### src/design/cps_coeff_mem.sv
// cps_coeff_mem: coefficient store, one write port and one registered read port.
// Depends on nothing.
module cps_coeff_mem #(
	parameter int WORDS = 32,
	parameter int AW    = 5
) (
	input  logic               clk,
	input  logic               wr_en,
	input  logic [AW-1:0]      wr_addr,
	input  logic signed [31:0] wr_data,
	input  logic               rd_en,
	input  logic [AW-1:0]      rd_addr,
	output logic signed [31:0] rd_data
);

	logic signed [31:0] mem_q [WORDS];
	logic signed [31:0] rd_data_q;

	always_ff @(posedge clk) begin
		if (wr_en) begin
			mem_q[wr_addr] <= wr_data;
		end
	end

	always_ff @(posedge clk) begin
		if (rd_en) begin
			rd_data_q <= mem_q[rd_addr];
		end
	end

	assign rd_data = rd_data_q;

endmodule

### config.mk
export PLATFORM = sky130hd
export DESIGN_NAME = cps_coeff_mem
export DESIGN_NICKNAME = d
export VERILOG_FILES = /design/src/design/cps_coeff_mem.sv
export SDC_FILE = /design/constraint.sdc
export NUM_CORES = 1
export LEC_CHECK = 0
export BUFFER_PORTS_ARGS = -buffer_cell sky130_fd_sc_hd__buf_2
export CORE_ASPECT_RATIO = 2
export CORE_MARGIN = 1
export CORE_UTILIZATION = 45
export CTS_CLUSTER_DIAMETER = 150
export DETAILED_ROUTE_END_ITERATION = 8
export SYNTH_ARGS = -nofsm -noshare
export SYNTH_HDL_FRONTEND = slang
export SYNTH_SLANG_ARGS = --single-unit
### constraint.sdc
create_clock -name clk -period 6.7 [get_ports clk]
set_input_delay 0.67 -clock clk [delete_from_list [all_inputs] [get_ports clk]]
set_output_delay 0.67 -clock clk [all_outputs]
set_load 0.1 [all_outputs]
==> metrics.txt <==
status=finished, final reports clean; Port Buffers=76; global routing usage on met2=42.00%; hold crit path type=primary input to flop; final WL=107000 um; post-synthesis async set-or-reset flop share=0%; clk buf depth=3; Syn Nets=2305; endpoints failing setup=0; starting density of the core=45.54%; CTS tree=done; share of the synthesized area in the top cell type=77.71%; Leak=15.54 nW; Initial DRT Pass Iterations=5; Die Wd=214.9 um; count leader, synth=edfxtp_1; H-tree depth=3; synth unique cells=24; Final GP Congestion=0.7567; Synth Flop Type=edfxtp_1; CP Capture Type=flop; CTS Sinks=1056; hold path start=wr_data[4]; maxcap violations=0; Worst EP required=7.11 ns; Final Cycle Share=39.97%; I/O pin count=77; largest cells by area after synthesis=edfxtp_1, mux2i_1, a22oi_1, a22o_1, nand3_1; Final Cell Area=0.04534 mm^2; Final nets=2390; dpl cell area=0.04264 mm^2; Crit path largest cell delay=0.85 ns; synthesized cell area=0.04081 mm^2; Initial DRC Count=2022; PwrDens=290.8 mW/mm^2; Rel. slew slack=32.64%; Max VDD drop=173.3 uV; GRT busiest layer=met2; Core Rows=155; first-pass GRT wire length=152900 um; chip height=427.9 um; final antenna-violating net count=0; reg2reg path depth=5; Slowest cell on crit path=and2b_4; GR Util met3=3.195%; Critical path origin=rd_addr[2]; Commonest cells post-synth=edfxtp_1, mux2i_1, nand2_1, nand3_1; post-layout util=50.61%; Wirelength per Cell=29.79 um; final hold violation count=0; vias in the first global route=21590; Max Slew Vio Count=0; worst-path cell chain=buf_2 -> and2b_4 -> buf_4 -> a22o_1 -> nor3_1 -> a31oi_1 -> nand3_1; Fin Setup TNS=0 ns; number of flops mapped to enable cells by yosys=1056; synthesized flop and latch total=1056; fmax=373.4 MHz; Overflow after GRT=0; r2r endpoint=rd_data[29]; root buf cell=clkbuf_16; setup skew after layout=0.01811 ns; area leader, netlist=edfxtp_1; largest net degree at the start of global routing=129; share of cells above drive strength 1=11.94%; clock period minus worst slack=2.678 ns; Area Overhead vs Synth=11.12%; antenna violations before repair=5; Via Count=21330; Via density=5.940; M1 GR Usage=28.27%; Worst EP arrival=3.09 ns; worst r2r src=mem_q[7][29]; post-cts gate resize count=0; number of buffers created by CTS=86; Placeable Area=0.08960 mm^2; Die ar.=0.09196 mm^2; Mapped Cells=2260; WHS Endpoint=mem_q[0][4]; Synth Warn #=0; Tot GR Track Use=23.28%; syn_area_per_cell=18.06 um^2; WHS Path Cells=1; Slew @ Worst Pin=1.008 ns; post-synthesis sequential area ratio=77.71%; R2R Setup Slk=5.06 ns; Post-CTS Repair Setup Buffers=0; CTS clk-pin slew, worst paths=0.07 ns; hpwl dp=52600 um; CTS Hold Bufs=0; RSZ-0062 raised after global routing=false; Worst Path Max Fanout=49; crit start category=primary input; DRC=0; clk_lat worst skew=0.67 ns; CP Class=primary input to flop
-- power breakdown --
| part | leakage (nW) | switching, mW | internal [mW] |
|---|---|---|---|
| clock network | 1.33 | 2.29 | 2.69 |
| logic | 4.67 | 0.592 | 0.210 |
| registers | 9.54 | 0.0316 | 7.37 |
-- how the worst max path moves through the flow --
stage                         to  cells past startpoint
floorplan           mem_q[12][0]                      3
global placement     rd_data[23]                      7
detailed placement   rd_data[23]                      7
CTS                  rd_data[23]                      7
global route         rd_data[23]                      7
finish               rd_data[23]                      7
-- placed cells by master, fill, tap and decap left out, types with 5 or more instances in the layout --
cell type / count
edfxtp_1: 1056
mux2i_1: 512
nand3_1: 98
nand2_1: 97
a22oi_1: 96
a21oi_1: 96
clkbuf_16: 88
buf_2: 75
a22o_1: 64
buf_4: 41
nor2_4: 33
nor3_1: 32
a31oi_1: 32
clkbuf_1: 22
clkinv_2: 19
clkinv_1: 13
bufinv_16: 7
buf_12: 7
nand3b_1: 5
-- metrics by stage --
stage | cells | power [mW] | worst slack, ns | hold WS, ns
5_1_grt | 3590 | 13.52 | 3.947 | 0.4967
6_report | 3591 | 13.18 | 4.022 | 0.4968
2_1_floorplan | 2260 | 8.048 | 3.596 | 0.6293
4_1_cts | 3590 | 13.27 | 4.015 | 0.4446
3_5_place_dp | 3434 | 8.354 | 3.294 | 0.6600
3_3_place_gp | 3434 | 8.337 | 3.344 | 0.6644
-- kinds of logic after synthesis --
logic type | share of synthesized area, %
DFF | 77.71
and+or+nand+nor | 3.076
AOI/OAI and AO/OA | 4.808
buffers and inverters | 1.846
muxes | 12.56
-- per-layer routing --
metal	share of wire (%)	up-vias	routed length, um
met3	5.1	190	5478
met4	3.3	6	3489
li1	-	9141	-
met5	0.029	-	31
met2	53	704	57040
met1	38	11290	40930
-- final cells by class --
cell class | instances | area (um^2)
clock inverters | 46 | 420.4
flip-flops and latches | 1056 | 31710
diodes | 1 | 2.502
well taps | 1177 | 1473
clock buffers | 110 | 2285
repair buffers | 124 | 838.3
multi-input cells | 1077 | 8615
fillers | 7292 | 44250
-- worst max-delay path: cells and delay by family --
kind	cells	cell delay, ns
and+or+nand+nor	3	1.03
buffers and inverters	2	0.85
AOI/OAI and AO/OA	2	0.49
-- registers in the layout, indices dropped and copies added (netlist names) --
name     cells
mem_q     1024
rd_data     32
Note: power is estimated with default switching activity, not from simulation.
