$ cat src/design/cps_pkg.sv
// cps_pkg: shared types and constants for the calibration series evaluator.
// Holds the item structs, configuration struct, register codes and FSM states.
// No dependencies.
package cps_pkg;

	localparam int          ONE_Q16  = 65536;
	localparam logic [31:0] Q16_ONE  = 32'sd65536;

	localparam logic [1:0] CFG_SERIES_TYPE = 2'd0;
	localparam logic [1:0] CFG_TERM_COUNT  = 2'd1;
	localparam logic [1:0] CFG_RANGE_MIN   = 2'd2;
	localparam logic [1:0] CFG_RANGE_MAX   = 2'd3;

	localparam logic [1:0] TYPE_CHEB       = 2'd1;
	localparam logic [1:0] TYPE_CHEB_SHIFT = 2'd2;

	localparam logic FUNC_WRITE = 1'b0;
	localparam logic FUNC_EVAL  = 1'b1;

	typedef struct packed {
		logic               func;
		logic [4:0]         coeff_index;
		logic signed [31:0] coeff_value;
		logic signed [31:0] sample;
	} cps_in_t;

	typedef struct packed {
		logic signed [31:0] series_value;
		logic               saturated;
	} cps_out_t;

	typedef struct packed {
		logic [1:0]         series_type;
		logic [4:0]         term_count;
		logic signed [31:0] range_min;
		logic signed [31:0] range_max;
	} cps_cfg_t;

	typedef enum logic [3:0] {
		S_IDLE,
		S_P_ACC0,
		S_P_MUL,
		S_P_ADD,
		S_C_NORM,
		S_C_DIV,
		S_C_A0,
		S_C_MU,
		S_C_T,
		S_C_MC,
		S_C_SA,
		S_FIN
	} cps_state_t;

endpackage

$ cat src/design/cps_norm_div.sv
// cps_norm_div: restoring divider for range normalisation, one quotient bit a cycle.
// Computes floor((num << 16) / den) for num < den. No dependencies.
module cps_norm_div (
	input  logic        clk,
	input  logic        arst_n,
	input  logic        start,
	input  logic [31:0] num,
	input  logic [31:0] den,
	output logic        done,
	output logic [15:0] quo
);

	logic [31:0] r_q;
	logic [31:0] den_q;
	logic [15:0] q_q;
	logic [3:0]  cnt_q;
	logic        busy_q;
	logic        done_q;
	logic [32:0] r2;
	logic        ge;

	assign r2 = {r_q, 1'b0};
	assign ge = r2 >= {1'b0, den_q};

	always_ff @(posedge clk or negedge arst_n) begin
		if (!arst_n) begin
			busy_q <= 1'b0;
			done_q <= 1'b0;
			cnt_q  <= '0;
		end else begin
			done_q <= 1'b0;
			if (start) begin
				busy_q <= 1'b1;
				cnt_q  <= 4'd15;
			end else if (busy_q) begin
				cnt_q <= cnt_q - 4'd1;
				if (cnt_q == 4'd0) begin
					busy_q <= 1'b0;
					done_q <= 1'b1;
				end
			end
		end
	end

	always_ff @(posedge clk) begin
		if (start) begin
			r_q   <= num;
			den_q <= den;
		end else if (busy_q) begin
			r_q <= ge ? 32'(r2 - {1'b0, den_q}) : r2[31:0];
			q_q <= {q_q[14:0], ge};
		end
	end

	assign done = done_q;
	assign quo  = q_q;

endmodule

$ cat src/design/cps_seq.sv
// cps_seq: evaluation sequencer with one shared multiplier and the normaliser.
// Depends on cps_pkg and cps_norm_div; reads coefficients through an external port.
module cps_seq #(
	parameter int COEFF_WORDS = 32,
	parameter int AW          = 5
) (
	input  logic               clk,
	input  logic               arst_n,
	input  cps_pkg::cps_cfg_t  cfg,
	input  logic               start,
	input  logic signed [31:0] x,
	output logic               idle,
	output logic               rd_en,
	output logic [AW-1:0]      rd_addr,
	input  logic signed [31:0] rd_data,
	output logic               res_valid,
	input  logic               res_ready,
	output cps_pkg::cps_out_t  res
);
	import cps_pkg::*;

	cps_state_t st_q, st_d;

	logic signed [31:0] x_q, u_q, t0_q, t1_q, acc_q;
	logic signed [53:0] sum_q;
	logic signed [63:0] prod_q;
	logic [4:0]         n_q;
	logic               flag_q;
	logic               oob_q;

	logic [4:0]         rd_idx;
	logic               div_start, div_done;
	logic [15:0]        div_quo;
	logic signed [31:0] mul_a, mul_b;
	logic signed [63:0] mul_p, rnd16, rnd15, t2_raw, pa_raw, u2_raw, sum_w;
	logic signed [31:0] coef, xc, u_div;
	logic               have_range, cheb;

	function automatic logic signed [31:0] sat32(input logic signed [63:0] v);
		if (v > 64'sd2147483647) return 32'sh7fffffff;
		if (v < -64'sd2147483648) return 32'sh80000000;
		return v[31:0];
	endfunction

	function automatic logic ovf32(input logic signed [63:0] v);
		return (v > 64'sd2147483647) || (v < -64'sd2147483648);
	endfunction

	assign have_range = cfg.range_min < cfg.range_max;
	assign cheb = (cfg.series_type == TYPE_CHEB) || (cfg.series_type == TYPE_CHEB_SHIFT);
	assign coef = oob_q ? 32'sd0 : rd_data;

	always_comb begin
		xc = x;
		if (have_range) begin
			if (x < cfg.range_min) xc = cfg.range_min;
			else if (x > cfg.range_max) xc = cfg.range_max;
		end
	end

	assign mul_p  = mul_a * mul_b;
	assign rnd16  = (prod_q + 64'sd32768) >>> 16;
	assign rnd15  = (prod_q + 64'sd16384) >>> 15;
	assign t2_raw = rnd15 - 64'(t0_q);
	assign pa_raw = rnd16 + 64'(coef);
	assign u2_raw = (64'(x_q) <<< 1) - 64'(Q16_ONE);
	assign sum_w  = 64'(sum_q);
	assign u_div  = $signed({15'b0, div_quo, 1'b0}) - Q16_ONE;

	cps_norm_div u_div_unit (
		.clk    (clk),
		.arst_n (arst_n),
		.start  (div_start),
		.num    (32'(x_q - cfg.range_min)),
		.den    (32'(cfg.range_max - cfg.range_min)),
		.done   (div_done),
		.quo    (div_quo)
	);

	always_ff @(posedge clk or negedge arst_n) begin
		if (!arst_n) begin
			st_q <= S_IDLE;
		end else begin
			st_q <= st_d;
		end
	end

	always_comb begin
		st_d      = st_q;
		rd_en     = 1'b0;
		rd_idx    = 5'd0;
		div_start = 1'b0;
		mul_a     = x_q;
		mul_b     = acc_q;
		res_valid = 1'b0;
		unique case (st_q)
			S_IDLE: begin
				if (start) begin
					if (cfg.term_count == 5'd0) begin
						st_d = S_FIN;
					end else if (cheb) begin
						st_d = S_C_NORM;
					end else begin
						rd_en  = 1'b1;
						rd_idx = cfg.term_count - 5'd1;
						st_d   = S_P_ACC0;
					end
				end
			end
			S_P_ACC0: begin
				if (cfg.term_count == 5'd1) begin
					st_d = S_FIN;
				end else begin
					rd_en  = 1'b1;
					rd_idx = cfg.term_count - 5'd2;
					st_d   = S_P_MUL;
				end
			end
			S_P_MUL: begin
				st_d = S_P_ADD;
			end
			S_P_ADD: begin
				if (n_q == 5'd1) begin
					st_d = S_FIN;
				end else begin
					rd_en  = 1'b1;
					rd_idx = n_q - 5'd2;
					st_d   = S_P_MUL;
				end
			end
			S_C_NORM: begin
				if (have_range && x_q > cfg.range_min && x_q < cfg.range_max) begin
					div_start = 1'b1;
					st_d      = S_C_DIV;
				end else begin
					rd_en = 1'b1;
					st_d  = S_C_A0;
				end
			end
			S_C_DIV: begin
				if (div_done) begin
					rd_en = 1'b1;
					st_d  = S_C_A0;
				end
			end
			S_C_A0: begin
				if (cfg.term_count == 5'd1) begin
					st_d = S_FIN;
				end else begin
					rd_en  = 1'b1;
					rd_idx = 5'd1;
					st_d   = S_C_MC;
				end
			end
			S_C_MC: begin
				mul_a = coef;
				mul_b = t1_q;
				st_d  = S_C_SA;
			end
			S_C_SA: begin
				st_d = (n_q == cfg.term_count) ? S_FIN : S_C_MU;
			end
			S_C_MU: begin
				mul_a  = u_q;
				mul_b  = t1_q;
				rd_en  = 1'b1;
				rd_idx = n_q;
				st_d   = S_C_T;
			end
			S_C_T: begin
				st_d = S_C_MC;
			end
			S_FIN: begin
				res_valid = 1'b1;
				if (res_ready) st_d = S_IDLE;
			end
			default: st_d = S_IDLE;
		endcase
	end

	assign rd_addr = AW'(rd_idx);
	assign idle    = st_q == S_IDLE;

	always_ff @(posedge clk) begin
		if (rd_en) oob_q <= 32'(rd_idx) >= COEFF_WORDS;
		unique case (st_q)
			S_IDLE: begin
				flag_q <= 1'b0;
				sum_q  <= '0;
				x_q    <= cheb ? x : xc;
			end
			S_P_ACC0: begin
				acc_q <= coef;
				n_q   <= cfg.term_count - 5'd1;
				sum_q <= 54'(coef);
			end
			S_P_MUL: begin
				prod_q <= mul_p;
			end
			S_P_ADD: begin
				acc_q <= sat32(pa_raw);
				sum_q <= 54'(sat32(pa_raw));
				n_q   <= n_q - 5'd1;
				if (ovf32(pa_raw)) flag_q <= 1'b1;
			end
			S_C_NORM: begin
				if (have_range) begin
					u_q <= (x_q <= cfg.range_min) ? -Q16_ONE : Q16_ONE;
				end else if (cfg.series_type == TYPE_CHEB) begin
					u_q <= x_q;
				end else begin
					u_q <= sat32(u2_raw);
					if (ovf32(u2_raw)) flag_q <= 1'b1;
				end
			end
			S_C_DIV: begin
				if (div_done) u_q <= u_div;
			end
			S_C_A0: begin
				sum_q <= 54'(coef);
				t0_q  <= Q16_ONE;
				t1_q  <= u_q;
				n_q   <= 5'd1;
			end
			S_C_MC: begin
				prod_q <= mul_p;
			end
			S_C_SA: begin
				sum_q <= sum_q + rnd16[53:0];
				if (n_q != cfg.term_count) n_q <= n_q + 5'd1;
			end
			S_C_MU: begin
				prod_q <= mul_p;
			end
			S_C_T: begin
				t0_q <= t1_q;
				t1_q <= sat32(t2_raw);
				if (ovf32(t2_raw)) flag_q <= 1'b1;
			end
			S_FIN: begin
			end
			default: begin
			end
		endcase
	end

	assign res.series_value = sat32(sum_w);
	assign res.saturated    = flag_q | ovf32(sum_w);

	a_start_idle: assert property (@(posedge clk) disable iff (!arst_n)
		start |-> st_q == S_IDLE) else $error("evaluation started while busy");
	a_div_norm: assert property (@(posedge clk) disable iff (!arst_n)
		div_start |-> st_q == S_C_NORM) else $error("divider started outside normalisation");
	a_fin_hold: assert property (@(posedge clk) disable iff (!arst_n)
		(st_q == S_FIN && !res_ready) |=> st_q == S_FIN) else $error("result dropped");
	a_fin_idle: assert property (@(posedge clk) disable iff (!arst_n)
		(st_q == S_FIN && res_ready) |=> st_q == S_IDLE) else $error("no return to idle");

endmodule

$ cat config.mk
export PLATFORM = sky130hd
export DESIGN_NAME = cps_seq
export DESIGN_NICKNAME = d
export VERILOG_FILES = /design/src/design/cps_pkg.sv /design/src/design/cps_norm_div.sv /design/src/design/cps_seq.sv
export SDC_FILE = /design/constraint.sdc
export NUM_CORES = 2
export LEC_CHECK = 0
export BUFFER_PORTS_ARGS = -buffer_cell sky130_fd_sc_hd__buf_2
export CAP_MARGIN = 20
export CORE_ASPECT_RATIO = 0.75
export CORE_MARGIN = 2
export CORE_UTILIZATION = 60
export DETAILED_ROUTE_END_ITERATION = 10
export GPL_ROUTABILITY_DRIVEN = 0
export PLACE_DENSITY = 0.77
export SLEW_MARGIN = 10
export SYNTH_ARGS = -nofsm -noshare
export SYNTH_HDL_FRONTEND = slang
export SYNTH_SLANG_ARGS = --single-unit
$ cat constraint.sdc
create_clock -name clk -period 30 [get_ports clk]
set_input_delay 6 -clock clk [delete_from_list [all_inputs] [get_ports clk]]
set_output_delay 6 -clock clk [all_outputs]
set_load 0.02 [all_outputs]
==> results.md <==
- Status: finished with violations
- Failing checks: DRC
- Top Family by Delay on Critical Path: compound AO/OA/AOI/OAI gates
- Worst Path Buf+Inv: 3
- I/O Buffers: 179
- Post-Layout Cell Count: 9312
- Clock Tree Root: clkbuf_16
- Hold-fix buffers at CTS: 0
- Routed length per instance: 25.43 µm
- Most numerous cell in the Yosys netlist: inv_1
- Syn Area/Cell: 8.851 µm²
- Initial core utilization: 0.6036
- Routed vias/inst: 6.366
- Synth Warn #: 0
- Slowest-stage cell, CP: o21ai_0
- Die X-Extent: 394.0 µm
- Final Cycle Share: 0.5413
- Gr usage total: 0.4073
- Setup bufs post-CTS: 0
- Worst path required time: 24.00 ns
- Layout cells sized above 1: 0.06059
- RSZ-0062 raised after global routing: no
- Clock sinks: 360
- Cell breakdown of the critical path: buf_2 > inv_1 > ha_1 > nor2b_1 > o2111ai_1 > nand2_1 > a31o_2 > a21o_1 > a21oi_1 > o21ai_1 > a221oi_1 > nor2b_1 > o21ai_0 > or4_1 > nand3_1 > nand4_1 > buf_2
- Initial antenna violation count: 16
- Largest net degree at the start of global routing: 75
- Clock H-tree levels: 2
- Final Critical Period: 16.24 ns
- # Max-Cap Violations: 0
- Register bit total from synthesis: 360
- CP max FO: 6
- Worst-Skew Late Latency: 0.61 ns
- Vias: 59279
- Worst Tran Pin Value: 1.252 ns
- Die Height: 296.5 µm
- Vias in the first global route: 59627
- Synth unique cells: 95
- FP Rows: 107
- Hold crit path type: flop to flop
- IO Pins: 180
- Post-synth EDFFs: 350
- DRT Pass-1 Iters: 11
- Post-detail-place hpwl: 184800 µm
- Total grt overflow: 0
- # resized after CTS: 0
- Post-route DRC: 6
- CP Capture Type: primary output
- Cells after Synth: 7733
- Net count after synthesis: 9495
- CP startpoint: cfg[34]
- Routed wire length: 236800 µm
- Pins over their slew limit: 0
- Hold slack: 0.4539 ns
- Initial DRC Count: 8280
- Area leader, netlist: fa_1
- First-pass GRT wire length: 357700 µm
- Most instantiated cells after synthesis: 1298 x inv_1, 1087 x fa_1, 903 x nand2_1, 789 x nor2_1, 536 x ha_1
- Die area: 116800 µm²
- HP Start: u_div_unit.quo[10]$_DFFE_PP_
- Setup TNS: 0 ns
- Total CTS buffers: 38
- Placed insts: 9229
- # nets final: 9508
- Clock slew seen by the registers of the worst setup and hold paths: 0.06 ns
- Reg-to-Reg Start: st_q[3]$_DFFE_PN0P_
- Syn-to-layout area delta: 5.758%
- Setup Crit Path Kind: input pin to primary output
- Critical Path Start Type: input pin
- Seq/Total Area, Yosys: 0.1572
- Core area: 113400 µm²
- Synth top area share: 0.3179
- Final hold violations: 0
- Clock skew: 0.05516 ns
- Ys flop type: edfxtp_1
- Count of final setup violators: 0
- Post-DRT Antenna Nets: 0
- Critical Path AT: 10.24 ns
- Clk buf depth: 3
- CTS tree: yes
- Slew margin rel.: 0.1416
- FFs w/ async S/R, synth: 0.02778
- F_max: 61.58 MHz
- Ranking of synthesized cells by area: fa_1 32%, edfxtp_1 15%, ha_1 9.8%
- Max incr delay on CP: 0.61 ns
- Cell Area, Synth: 68450 µm²
## flip-flops by register name (all words and copies together) (netlist names)
register / flops
sum_q: 54
prod_q: 50
acc_q: 32
t0_q: 32
t1_q: 32
u_div_unit.den_q: 32
u_div_unit.r_q: 32
u_q: 32
x_q: 32
u_div_unit.quo: 16
n_q: 5
st_q: 4
u_div_unit.cnt_q: 4
flag_q: 1
u_div_unit.busy_q: 1
u_div_unit.done: 1
## stage by stage
stage               area, µm²  setup WS [ns]  utilization
finish                  72390          13.76       0.6384
global route            72370          13.48       0.6383
CTS                     72310          13.90       0.6377
detailed placement      71120          13.86       0.6272
global placement        71120          14.04       0.6272
floorplan               68450          14.94            -
## metal layers
layer  GRT usage  share of wire  vias up
li1            -              -    25160
met1      0.5389           0.37    28634
met2      0.5576           0.39     4495
met5     0.01705         0.0017        -
met3      0.2040           0.19      972
met4      0.1815          0.059       18
## cells by family after synthesis
| kind of cell | share of synthesized area |
|---|---|
| flops | 0.1572 |
| mux | 0.009853 |
| simple gates | 0.1554 |
| fa+ha+maj | 0.4159 |
| compound gates | 0.1226 |
| xor+xnor | 0.04888 |
| buf+inv | 0.09014 |
## final timing paths
path,to,slack [ns],cells past startpoint
max,rd_en,13.76,17
min,u_div_unit.quo[11]$_DFFE_PP_,0.45,0
max reg2reg,prod_q[63]$_DFFE_PP_,16.70,38
min reg2reg,u_div_unit.quo[11]$_DFFE_PP_,0.45,0
max in group asynchronous,u_div_unit.cnt_q[3]$_DFFE_PN0P_,24.49,1
min in group asynchronous,st_q[0]$_DFFE_PN0P_,5.27,1
## layout make-up
type | count | area (µm²)
Clock inverter | 22 | 190.2
Timing Repair Buffer | 305 | 1862
Fill cell | 9210 | 41010
Tap cell | 1526 | 1909
Antenna cell | 12 | 30.03
Multi-Input combinational cell | 5741 | 51760
Sequential cell | 360 | 10760
Inverter | 1300 | 4880
Clock buffer | 46 | 1001
## layout by cell type (no fill, tap or decap), types with 44 or more instances in the layout
cell         n
inv_1     1298
fa_1      1087
nand2_1    903
nor2_1     783
ha_1       536
a21oi_1    357
edfxtp_1   350
xnor2_1    255
a21o_1     192
buf_2      179
o21ai_0    169
nand3_1    145
xor2_1     127
buf_4      124
and2_1      91
nor3_1      89
nor2b_1     88
nand4_1     86
nand2b_1    74
a22oi_1     63
a211oi_1    44
Power is left out: the tool's default activity adds up to more than one toggle a clock period on the data nets, which glitch-free logic cannot reach.
